`config.mk`:
```
export PLATFORM = sky130hd
export DESIGN_NAME = sorted_priority_queue
export DESIGN_NICKNAME = d
export VERILOG_FILES = /design/src/hdl/spq_pkg.sv /design/src/hdl/spq_store.sv /design/src/hdl/spq_ctrl.sv /design/src/hdl/sorted_priority_queue.sv
export SDC_FILE = /design/constraint.sdc
export NUM_CORES = 2
export LEC_CHECK = 0
export ABC_AREA = 1
export BUFFER_PORTS_ARGS = -buffer_cell sky130_fd_sc_hd__buf_2
export CAP_MARGIN = 20
export CORE_ASPECT_RATIO = 0.8
export CORE_UTILIZATION = 50
export DETAILED_ROUTE_END_ITERATION = 16
export GPL_ROUTABILITY_DRIVEN = 0
export PLACE_DENSITY_LB_ADDON = 0.05
export SETUP_SLACK_MARGIN = 0.15
export SLEW_MARGIN = 20
export SYNTH_ARGS = -nofsm -noshare
export SYNTH_HDL_FRONTEND = slang
export SYNTH_SLANG_ARGS = --single-unit
```
`constraint.sdc`:
```
create_clock -name aclk -period 16.7 [get_ports aclk]
set_input_delay 5.01 -clock aclk [delete_from_list [all_inputs] [get_ports aclk]]
set_output_delay 5.01 -clock aclk [all_outputs]
set_load 0.005 [all_outputs]
```
`src/hdl/spq_pkg.sv`:
```
`timescale 1ns / 1ps
// Shared constants, codes and types of the sorted priority queue.
// Depends on nothing; spq_ctrl and the top level import it.
package spq_pkg;

    localparam int KEY_W           = 32;
    localparam int LABEL_MAX_BYTES = 20;
    localparam int LABEL_MAX_W     = LABEL_MAX_BYTES * 8;
    localparam int OCC_W           = 5;
    localparam int STATUS_W        = 2;

    localparam int DEF_QUEUE_DEPTH = 16;
    localparam int DEF_LABEL_BYTES = 20;

    // Stream payload widths: key and name bytes in, key, name and occupancy out.
    localparam int S_TDATA_W = KEY_W + LABEL_MAX_W;
    localparam int M_RAW_W   = KEY_W + LABEL_MAX_W + OCC_W;
    localparam int M_TDATA_W = ((M_RAW_W + 7) / 8) * 8;

    typedef logic [STATUS_W-1:0] status_t;

    localparam logic    CMD_INSERT = 1'b0;
    localparam logic    CMD_REMOVE = 1'b1;

    localparam status_t ST_DONE  = 2'd0;
    localparam status_t ST_EMPTY = 2'd1;
    localparam status_t ST_FULL  = 2'd2;

endpackage

```
`src/hdl/spq_store.sv`:
```
`timescale 1ns / 1ps
// Entry memory of the sorted priority queue: one write port, one read port,
// registered read data. Depends on nothing else.
module spq_store #(
    parameter int DEPTH  = 16,
    parameter int WIDTH  = 192,
    parameter int ADDR_W = 4
) (
    input  logic              aclk,
    input  logic              wr_en,
    input  logic [ADDR_W-1:0] wr_addr,
    input  logic [WIDTH-1:0]  wr_data,
    input  logic              rd_en,
    input  logic [ADDR_W-1:0] rd_addr,
    output logic [WIDTH-1:0]  rd_data
);

    logic [WIDTH-1:0] mem [DEPTH];
    logic [WIDTH-1:0] rd_data_reg;

    always_ff @(posedge aclk) begin
        if (wr_en) begin
            mem[wr_addr] <= wr_data;
        end
    end

    always_ff @(posedge aclk) begin
        if (rd_en) begin
            rd_data_reg <= mem[rd_addr];
        end
    end

    assign rd_data = rd_data_reg;

endmodule

```
`src/hdl/spq_ctrl.sv`:
```
`timescale 1ns / 1ps
// Sequencer of the sorted priority queue: head pointer, fill count and the
// insertion walk over the entry memory. Depends on spq_pkg.
module spq_ctrl #(
    parameter int QUEUE_DEPTH = 16,
    parameter int LABEL_BYTES = 20,
    parameter int ADDR_W      = 4,
    parameter int FILL_W      = 5,
    parameter int ENTRY_W     = 192
) (
    input  logic                              aclk,
    input  logic                              aresetn,
    input  logic                              in_valid,
    output logic                              in_ready,
    input  logic                              in_cmd,
    input  logic signed [spq_pkg::KEY_W-1:0]  in_key,
    input  logic [spq_pkg::LABEL_MAX_W-1:0]   in_name,
    output logic                              res_valid,
    input  logic                              res_ready,
    output spq_pkg::status_t                  res_status,
    output logic signed [spq_pkg::KEY_W-1:0]  res_key,
    output logic [LABEL_BYTES*8-1:0]          res_name,
    output logic [spq_pkg::OCC_W-1:0]         res_occ,
    output logic                              mem_wr_en,
    output logic [ADDR_W-1:0]                 mem_wr_addr,
    output logic [ENTRY_W-1:0]                mem_wr_data,
    output logic                              mem_rd_en,
    output logic [ADDR_W-1:0]                 mem_rd_addr,
    input  logic [ENTRY_W-1:0]                mem_rd_data
);
    import spq_pkg::*;

    localparam int NAME_W = LABEL_BYTES * 8;

    localparam logic [2:0] S_IDLE   = 3'd0;
    localparam logic [2:0] S_CHECK  = 3'd1;
    localparam logic [2:0] S_PLACE  = 3'd2;
    localparam logic [2:0] S_HEAD   = 3'd3;
    localparam logic [2:0] S_RESULT = 3'd4;

    localparam logic [ADDR_W:0] DEPTH_W1 = (ADDR_W + 1)'(QUEUE_DEPTH);
    localparam logic [FILL_W-1:0] FILL_FULL = FILL_W'(QUEUE_DEPTH);

    logic [2:0]               state_reg,  state_next;
    logic [FILL_W-1:0]        fill_reg,   fill_next;
    logic [ADDR_W-1:0]        head_reg,   head_next;
    logic [ADDR_W-1:0]        pos_reg,    pos_next;
    logic signed [KEY_W-1:0]  key_reg,    key_next;
    logic [NAME_W-1:0]        name_reg,   name_next;
    status_t                  status_reg, status_next;
    logic signed [KEY_W-1:0]  rkey_reg,   rkey_next;
    logic [NAME_W-1:0]        rname_reg,  rname_next;

    logic signed [KEY_W-1:0]  rd_key;
    logic [FILL_W+OCC_W-1:0]  fill_ext;

    // Logical slot (0 is the head) to memory address, modulo the depth.
    function automatic logic [ADDR_W-1:0] phys(input logic [ADDR_W-1:0] head,
                                               input logic [ADDR_W-1:0] slot);
        logic [ADDR_W:0] sum;
        sum = {1'b0, head} + {1'b0, slot};
        if (sum >= DEPTH_W1) begin
            sum = sum - DEPTH_W1;
        end
        return sum[ADDR_W-1:0];
    endfunction

    assign rd_key = mem_rd_data[ENTRY_W-1 -: KEY_W];

    always_comb begin
        state_next  = state_reg;
        fill_next   = fill_reg;
        head_next   = head_reg;
        pos_next    = pos_reg;
        key_next    = key_reg;
        name_next   = name_reg;
        status_next = status_reg;
        rkey_next   = rkey_reg;
        rname_next  = rname_reg;
        mem_wr_en   = 1'b0;
        mem_wr_addr = phys(head_reg, pos_reg);
        mem_wr_data = {key_reg, name_reg};
        mem_rd_en   = 1'b0;
        mem_rd_addr = phys(head_reg, pos_reg - 1'b1);

        case (state_reg)
            S_IDLE: begin
                if (in_valid) begin
                    key_next    = in_key;
                    name_next   = in_name[NAME_W-1:0];
                    status_next = ST_DONE;
                    rkey_next   = '0;
                    rname_next  = '0;
                    pos_next    = fill_reg[ADDR_W-1:0];
                    if (in_cmd == CMD_INSERT) begin
                        if (fill_reg == FILL_FULL) begin
                            status_next = ST_FULL;
                            state_next  = S_RESULT;
                        end else if (fill_reg == '0) begin
                            mem_wr_en   = 1'b1;
                            mem_wr_addr = head_reg;
                            mem_wr_data = {in_key, in_name[NAME_W-1:0]};
                            fill_next   = fill_reg + 1'b1;
                            state_next  = S_RESULT;
                        end else begin
                            // Walk up from the tail, one held entry per cycle.
                            mem_rd_en   = 1'b1;
                            mem_rd_addr = phys(head_reg, fill_reg[ADDR_W-1:0] - 1'b1);
                            state_next  = S_CHECK;
                        end
                    end else begin
                        if (fill_reg == '0) begin
                            status_next = ST_EMPTY;
                            state_next  = S_RESULT;
                        end else begin
                            mem_rd_en   = 1'b1;
                            mem_rd_addr = head_reg;
                            state_next  = S_HEAD;
                        end
                    end
                end
            end
            S_CHECK: begin
                // Read data holds slot pos-1; the write goes to slot pos.
                mem_wr_en = 1'b1;
                if (rd_key >= key_reg) begin
                    fill_next  = fill_reg + 1'b1;
                    state_next = S_RESULT;
                end else begin
                    mem_wr_data = mem_rd_data;
                    pos_next    = pos_reg - 1'b1;
                    if (pos_reg == ADDR_W'(1)) begin
                        state_next = S_PLACE;
                    end else begin
                        mem_rd_en   = 1'b1;
                        mem_rd_addr = phys(head_reg, pos_reg - ADDR_W'(2));
                    end
                end
            end
            S_PLACE: begin
                mem_wr_en   = 1'b1;
                mem_wr_addr = head_reg;
                fill_next   = fill_reg + 1'b1;
                state_next  = S_RESULT;
            end
            S_HEAD: begin
                rkey_next  = rd_key;
                rname_next = mem_rd_data[NAME_W-1:0];
                head_next  = phys(head_reg, ADDR_W'(1));
                fill_next  = fill_reg - 1'b1;
                state_next = S_RESULT;
            end
            S_RESULT: begin
                if (res_ready) begin
                    state_next = S_IDLE;
                end
            end
            default: begin
                state_next = S_IDLE;
            end
        endcase
    end

    always_ff @(posedge aclk) begin
        if (!aresetn) begin
            state_reg <= S_IDLE;
            fill_reg  <= '0;
            head_reg  <= '0;
        end else begin
            state_reg <= state_next;
            fill_reg  <= fill_next;
            head_reg  <= head_next;
        end
    end

    always_ff @(posedge aclk) begin
        pos_reg    <= pos_next;
        key_reg    <= key_next;
        name_reg   <= name_next;
        status_reg <= status_next;
        rkey_reg   <= rkey_next;
        rname_reg  <= rname_next;
    end

    assign fill_ext   = {{OCC_W{1'b0}}, fill_reg};
    assign in_ready   = (state_reg == S_IDLE);
    assign res_valid  = (state_reg == S_RESULT);
    assign res_status = status_reg;
    assign res_key    = rkey_reg;
    assign res_name   = rname_reg;
    assign res_occ    = fill_ext[OCC_W-1:0];

`ifndef SYNTH
    a_fill_bound: assert property (@(posedge aclk) disable iff (!aresetn)
        fill_reg <= FILL_FULL)
        else $error("fill count above queue depth");

    a_walk_slot: assert property (@(posedge aclk) disable iff (!aresetn)
        (state_reg == S_CHECK) |-> (pos_reg != '0) && (fill_reg != '0))
        else $error("insertion walk at the head slot or on an empty queue");

    a_no_overlap: assert property (@(posedge aclk) disable iff (!aresetn)
        (mem_wr_en && mem_rd_en) |-> (mem_wr_addr != mem_rd_addr))
        else $error("read and write of the same entry in one cycle");

    a_head_step: assert property (@(posedge aclk) disable iff (!aresetn)
        (state_reg == S_HEAD) |=> (fill_reg == $past(fill_reg) - 1'b1))
        else $error("removal did not lower the fill count");

    a_full_keeps: assert property (@(posedge aclk) disable iff (!aresetn)
        (state_reg == S_RESULT && status_reg == ST_FULL) |-> (fill_reg == FILL_FULL))
        else $error("full status while the queue has room");
`endif

endmodule

```
`src/hdl/sorted_priority_queue.sv`:
```
`timescale 1ns / 1ps
// Sorted priority queue: the top level with stream ports and the result register.
// Depends on spq_pkg, spq_store and spq_ctrl.
//
// Bounded priority queue kept in descending key order; each entry is a signed
// 32-bit key and a name of LABEL_BYTES bytes (bytes beyond that read back as
// zero). An insert (s_tuser = 0) goes behind every held entry with a greater or
// equal key, so equal keys leave in arrival order; a removal (s_tuser = 1)
// takes the head. Each input transfer yields exactly one result transfer with
// a status on m_tuser (done, empty on removal, full on insert, in which case
// the entry is dropped), the removed key and name (zero unless an entry was
// removed) and the occupancy after the item. One item is worked at a time:
// full, empty and first-entry cases go straight to the result, a removal
// first reads the head entry, and any other insert walks from the tail over
// each held entry with a smaller key, moving it one slot back. When the new
// entry becomes the head, the final compare is replaced by the head slot write.
// The insert time comes from the walk from the tail through the entry memory,
// which has one read and one write port: one entry is read and moved each
// cycle; removals only advance a head pointer.
// The result sits in an output register, so the next item is taken as soon as
// the sequencer is free even while an earlier result has not been taken, and
// the sequencer then waits only if it finishes before that register empties.
// No clearing pass follows reset; memory entries are read only after written.
module sorted_priority_queue #(
    parameter int QUEUE_DEPTH = spq_pkg::DEF_QUEUE_DEPTH,
    parameter int LABEL_BYTES = spq_pkg::DEF_LABEL_BYTES
) (
    input  logic                            aclk,
    input  logic                            aresetn,
    input  logic                            s_tvalid,
    output logic                            s_tready,
    // key_value[31:0], label_bytes_lo[95:32], label_bytes_mid[159:96],
    // label_bytes_hi[191:160]
    input  logic [spq_pkg::S_TDATA_W-1:0]   s_tdata,
    // command[0]
    input  logic [0:0]                      s_tuser,
    output logic                            m_tvalid,
    input  logic                            m_tready,
    // removed_key[31:0], removed_label_lo[95:32], removed_label_mid[159:96],
    // removed_label_hi[191:160], occupancy[196:192], zero above
    output logic [spq_pkg::M_TDATA_W-1:0]   m_tdata,
    // status[1:0]
    output logic [spq_pkg::STATUS_W-1:0]    m_tuser
);
    import spq_pkg::*;

    localparam int ADDR_W  = $clog2(QUEUE_DEPTH);
    localparam int FILL_W  = $clog2(QUEUE_DEPTH + 1);
    localparam int NAME_W  = LABEL_BYTES * 8;
    localparam int ENTRY_W = KEY_W + NAME_W;

    logic                     res_valid;
    logic                     res_ready;
    status_t                  res_status;
    logic signed [KEY_W-1:0]  res_key;
    logic [NAME_W-1:0]        res_name;
    logic [OCC_W-1:0]         res_occ;
    logic [LABEL_MAX_W-1:0]   res_name_ext;

    logic                     mem_wr_en;
    logic [ADDR_W-1:0]        mem_wr_addr;
    logic [ENTRY_W-1:0]       mem_wr_data;
    logic                     mem_rd_en;
    logic [ADDR_W-1:0]        mem_rd_addr;
    logic [ENTRY_W-1:0]       mem_rd_data;

    logic                     m_tvalid_reg, m_tvalid_next;
    logic [M_TDATA_W-1:0]     m_tdata_reg,  m_tdata_next;
    status_t                  m_tuser_reg,  m_tuser_next;

    spq_ctrl #(
        .QUEUE_DEPTH (QUEUE_DEPTH),
        .LABEL_BYTES (LABEL_BYTES),
        .ADDR_W      (ADDR_W),
        .FILL_W      (FILL_W),
        .ENTRY_W     (ENTRY_W)
    ) u_ctrl (
        .aclk        (aclk),
        .aresetn     (aresetn),
        .in_valid    (s_tvalid),
        .in_ready    (s_tready),
        .in_cmd      (s_tuser[0]),
        .in_key      (s_tdata[KEY_W-1:0]),
        .in_name     (s_tdata[S_TDATA_W-1:KEY_W]),
        .res_valid   (res_valid),
        .res_ready   (res_ready),
        .res_status  (res_status),
        .res_key     (res_key),
        .res_name    (res_name),
        .res_occ     (res_occ),
        .mem_wr_en   (mem_wr_en),
        .mem_wr_addr (mem_wr_addr),
        .mem_wr_data (mem_wr_data),
        .mem_rd_en   (mem_rd_en),
        .mem_rd_addr (mem_rd_addr),
        .mem_rd_data (mem_rd_data)
    );

    spq_store #(
        .DEPTH   (QUEUE_DEPTH),
        .WIDTH   (ENTRY_W),
        .ADDR_W  (ADDR_W)
    ) u_store (
        .aclk    (aclk),
        .wr_en   (mem_wr_en),
        .wr_addr (mem_wr_addr),
        .wr_data (mem_wr_data),
        .rd_en   (mem_rd_en),
        .rd_addr (mem_rd_addr),
        .rd_data (mem_rd_data)
    );

    // Names shorter than the full 20 bytes come back zero-filled.
    assign res_name_ext = LABEL_MAX_W'(res_name);

    // The result register frees up when empty or when its transfer completes.
    assign res_ready = !m_tvalid_reg || m_tready;

    always_comb begin
        m_tvalid_next = m_tvalid_reg;
        m_tdata_next  = m_tdata_reg;
        m_tuser_next  = m_tuser_reg;
        if (res_ready) begin
            m_tvalid_next = res_valid;
            if (res_valid) begin
                m_tdata_next = M_TDATA_W'({res_occ, res_name_ext, res_key});
                m_tuser_next = res_status;
            end
        end
    end

    always_ff @(posedge aclk) begin
        if (!aresetn) begin
            m_tvalid_reg <= 1'b0;
        end else begin
            m_tvalid_reg <= m_tvalid_next;
        end
    end

    always_ff @(posedge aclk) begin
        m_tdata_reg <= m_tdata_next;
        m_tuser_reg <= m_tuser_next;
    end

    assign m_tvalid = m_tvalid_reg;
    assign m_tdata  = m_tdata_reg;
    assign m_tuser  = m_tuser_reg;

endmodule
```
==> results <==
- The horizontal die dimension is 628 um.
- The starting utilization of the core area is 0.503.
- Headroom to the max-slew limit came out at 0.195.
- 401 I/O pins were placed.
- The die covers 315000 um2.
- The total track usage is 0.308.
- The setup-violating endpoint count in the final report is 0.
- The flip-flop and latch count after synthesis is 3866.
- The first-iteration detailed-routing DRC count is 13100.
- The post-cts hold buffer count is 0.
- Data on the critical path is required at its endpoint by 17.46 ns.
- The total grt overflow is 0.
- The share of the clock period used by the worst path after layout is 0.582.
- The tree is rooted in a clkbuf_16.
- The detailed-route wire length per cell is 28.5 um.
- The fraction of the core area covered by cells at the end of the flow is 0.562.
- The most numerous cell type found on the critical path is nand2_1.
- On the final layout, the worst clock skew is 0.0348 ns.
- The critical path goes through buf_2 -> nand2_1 -> inv_8 -> nand2_1 -> o21ai_0 -> a21oi_1 -> nand3_4 -> buf_4 -> buf_4 -> buf_4 -> nand3_1 -> nand3_1 -> nand3_1 -> nand2_1 -> nand2_1 -> nand2_1.
- The final period demand of the worst path is 9.71 ns.
- The number of global-route vias before repair is 99900.
- The fraction of registers with async set/reset is 0.
- The setup slack of the worst register-to-register path is 9.36 ns.
- The maximum buffer depth of the clock tree is 4.
- The initial antenna violation count is 67.
- CTS built an H-tree with a depth of 5.
- The core region is 311000 um2.
- The largest stage delay on the critical path is 0.89 ns.
- After detailed routing, the number of remaining DRC violations is 0.
- Entering global routing, the biggest net connects 216 pins.
- The total iterations of the first detailed-routing run is 8.
- The die outline height is 502 um.
- For this run, the leading register cell type out of synthesis is edfxtp_1.
- The total of cells resized after clock tree synthesis is 0.
- Of all nets on the critical path, the largest fanout is 92.
- The critical path is of the input pin to register type.
- After legalization and detailed placement, the total HPWL measured 246000 um.
- For the pin with the worst max-slew slack, the measured transition is 1.21 ns.
- The synthesized design contains 3853 enable-type register cells.
- The clock-pin slew on the worst setup and hold paths is 0.06 ns.
- The total detailed-routing wirelength is 495000 um.
- The tool flagged a number of max-cap violations equal to 0.
- The largest individual stage delay along the critical path comes from the cell buf_4.
- Adding up every negative setup slack in the final design gives 0 ns.
- TritonCTS built the clock tree.
- The final number of max-transition violations is 0.
- On the final layout, the worst hold slack is 0.407 ns.
- The number of distinct library cells after synthesis is 43.
- The wire length of the first global-routing pass is 710000 um.
- Clock latency on the worst-skew pair, taken at its later pin, is 0.91 ns.
- The worst setup path is launched from an input pin.
- The endpoint type of the worst setup path is a register.
- The gate family responsible for the most delay along the worst path is buffers and inverters.
- Averaged over all synthesized cells, the footprint is 12.3 um2.
- After detailed routing, the number of vias per cell comes to 6.10.
- Of the synthesized area, sequential elements account for 0.741.
- The initialized floorplan defines 183 standard-cell rows.
- The register with the most flip-flops in the layout has 3072 of them.
- Setup repair after global routing left no endpoint under its margin.
- The area growth from synthesis to layout is 11.7%.
- The cell count after synthesis came out at 12700.
- The min-delay analysis places its worst path in the category register to register.
- The hold violation total from the final report is 0.
- The flow ran to the end, and the final reports show no timing, DRC or antenna violations.
- At the worst endpoint, the arrival time is 10.47 ns.
- Port buffering added 397 buffers.
- For this run, the top clock speed supported by timing is 103 MHz.
- The synthesis warning total is 0.
- The number of setup buffers added after CTS is 0.
- The total standard cell area after synthesis is 157000 um2.
- The critical path buffer and inverter count is 5.
- The routed layout has 106000 vias.
- The detail route stage leaves a number of antenna-violating nets equal to 0.
- At the end of the flow, the number of nets in the layout was 13100.
- Clock tree synthesis found a total of 3866 sinks.
- The number of fill cells in the layout is 25500.
- The number of CTS-inserted buffers is 388.
- In the final layout, the share of cells above drive strength 1 is 0.0967.
==> path summary, 6_finish.rpt <==
kind,from,to,depth (start not counted)
max,s_tvalid,u_store.rd_data[111],16
min,u_ctrl.res_name[150],m_tdata[182],0
max reg2reg,u_ctrl.state_reg[0],u_store.rd_data[28],17
min reg2reg,u_ctrl.res_name[150],m_tdata[182],0
==> final cells by class <==
class	instances	area (um2)	area share
Multi-Input combinational cell	7657	36100	0.207
Clock buffer	473	10300	0.0587
Tap cell	4162	5210	0.0298
Antenna cell	55	138	0.000787
Sequential cell	3866	116000	0.663
Timing Repair Buffer	616	4160	0.0238
Inverter	285	1120	0.00641
Clock inverter	223	1880	0.0107
==> cells in the mapped netlist (all sizes together) (13+ instances only) <==
library cell / count / area [um2]
a21oi: 79 / 395
a22oi: 74 / 556
a31oi: 46 / 288
a41oi: 68 / 596
buf: 536 / 2770
clkbuf: 385 / 1450
dfxtp: 13 / 260
edfxtp: 3853 / 116000
ha: 53 / 663
inv: 285 / 1070
nand2: 3026 / 11400
nand3: 3859 / 19300
nor2: 355 / 1340
o21ai: 22 / 110
==> routing by layer <==
layer,GRT usage,part of all wire
met1,0.438,0.42
met2,0.487,0.47
met3,0.0422,0.080
met4,0.111,0.035
met5,0.00577,0.00072
==> placed cells by master (no fill, tap or decap), drive strengths merged, types with 5 or more instances in the layout <==
cell,netlist,layout
a21oi,79,79
a221oi,12,12
a22oi,74,74
a31oi,46,46
a32oi,6,6
a41oi,68,68
buf,536,614
bufinv,0,31
clkbuf,385,475
clkinv,0,172
clkinvlp,0,12
dfxtp,13,13
diode,0,55
edfxtp,3853,3853
fa,5,5
ha,53,53
inv,285,293
nand2,3026,3026
nand3,3859,3859
nor2,355,355
nor3,6,6
o21ai,22,22
xnor2,8,8
xor2,10,10
==> per-stage QoR <==
stage / worst slack [ns] / cell area (um2) / std cells
2_1_floorplan: 1.95 / 157000 / 12700
6_report: 6.99 / 175000 / 17300
3_5_place_dp: 6.20 / 162000 / 16600
3_3_place_gp: 6.24 / 162000 / 16600
5_1_grt: 6.64 / 175000 / 17300
4_1_cts: 7.17 / 174000 / 17300
==> cells by family after synthesis <==
kind of cell / count (synthesis) / share of synthesized area
adders and majority gates: 58 / 0.00488
other: 1 / 0.0000240
buffers and inverters: 1206 / 0.0338
and+or+nand+nor: 7258 / 0.205
muxes: 1 / 0.0000640
AOI/OAI and AO/OA: 319 / 0.0140
DFF: 3866 / 0.741
xor gates and xnor gates: 18 / 0.00101
Power is left out: the tool's default activity adds up to more than one toggle a clock period on the data nets, which glitch-free logic cannot reach.
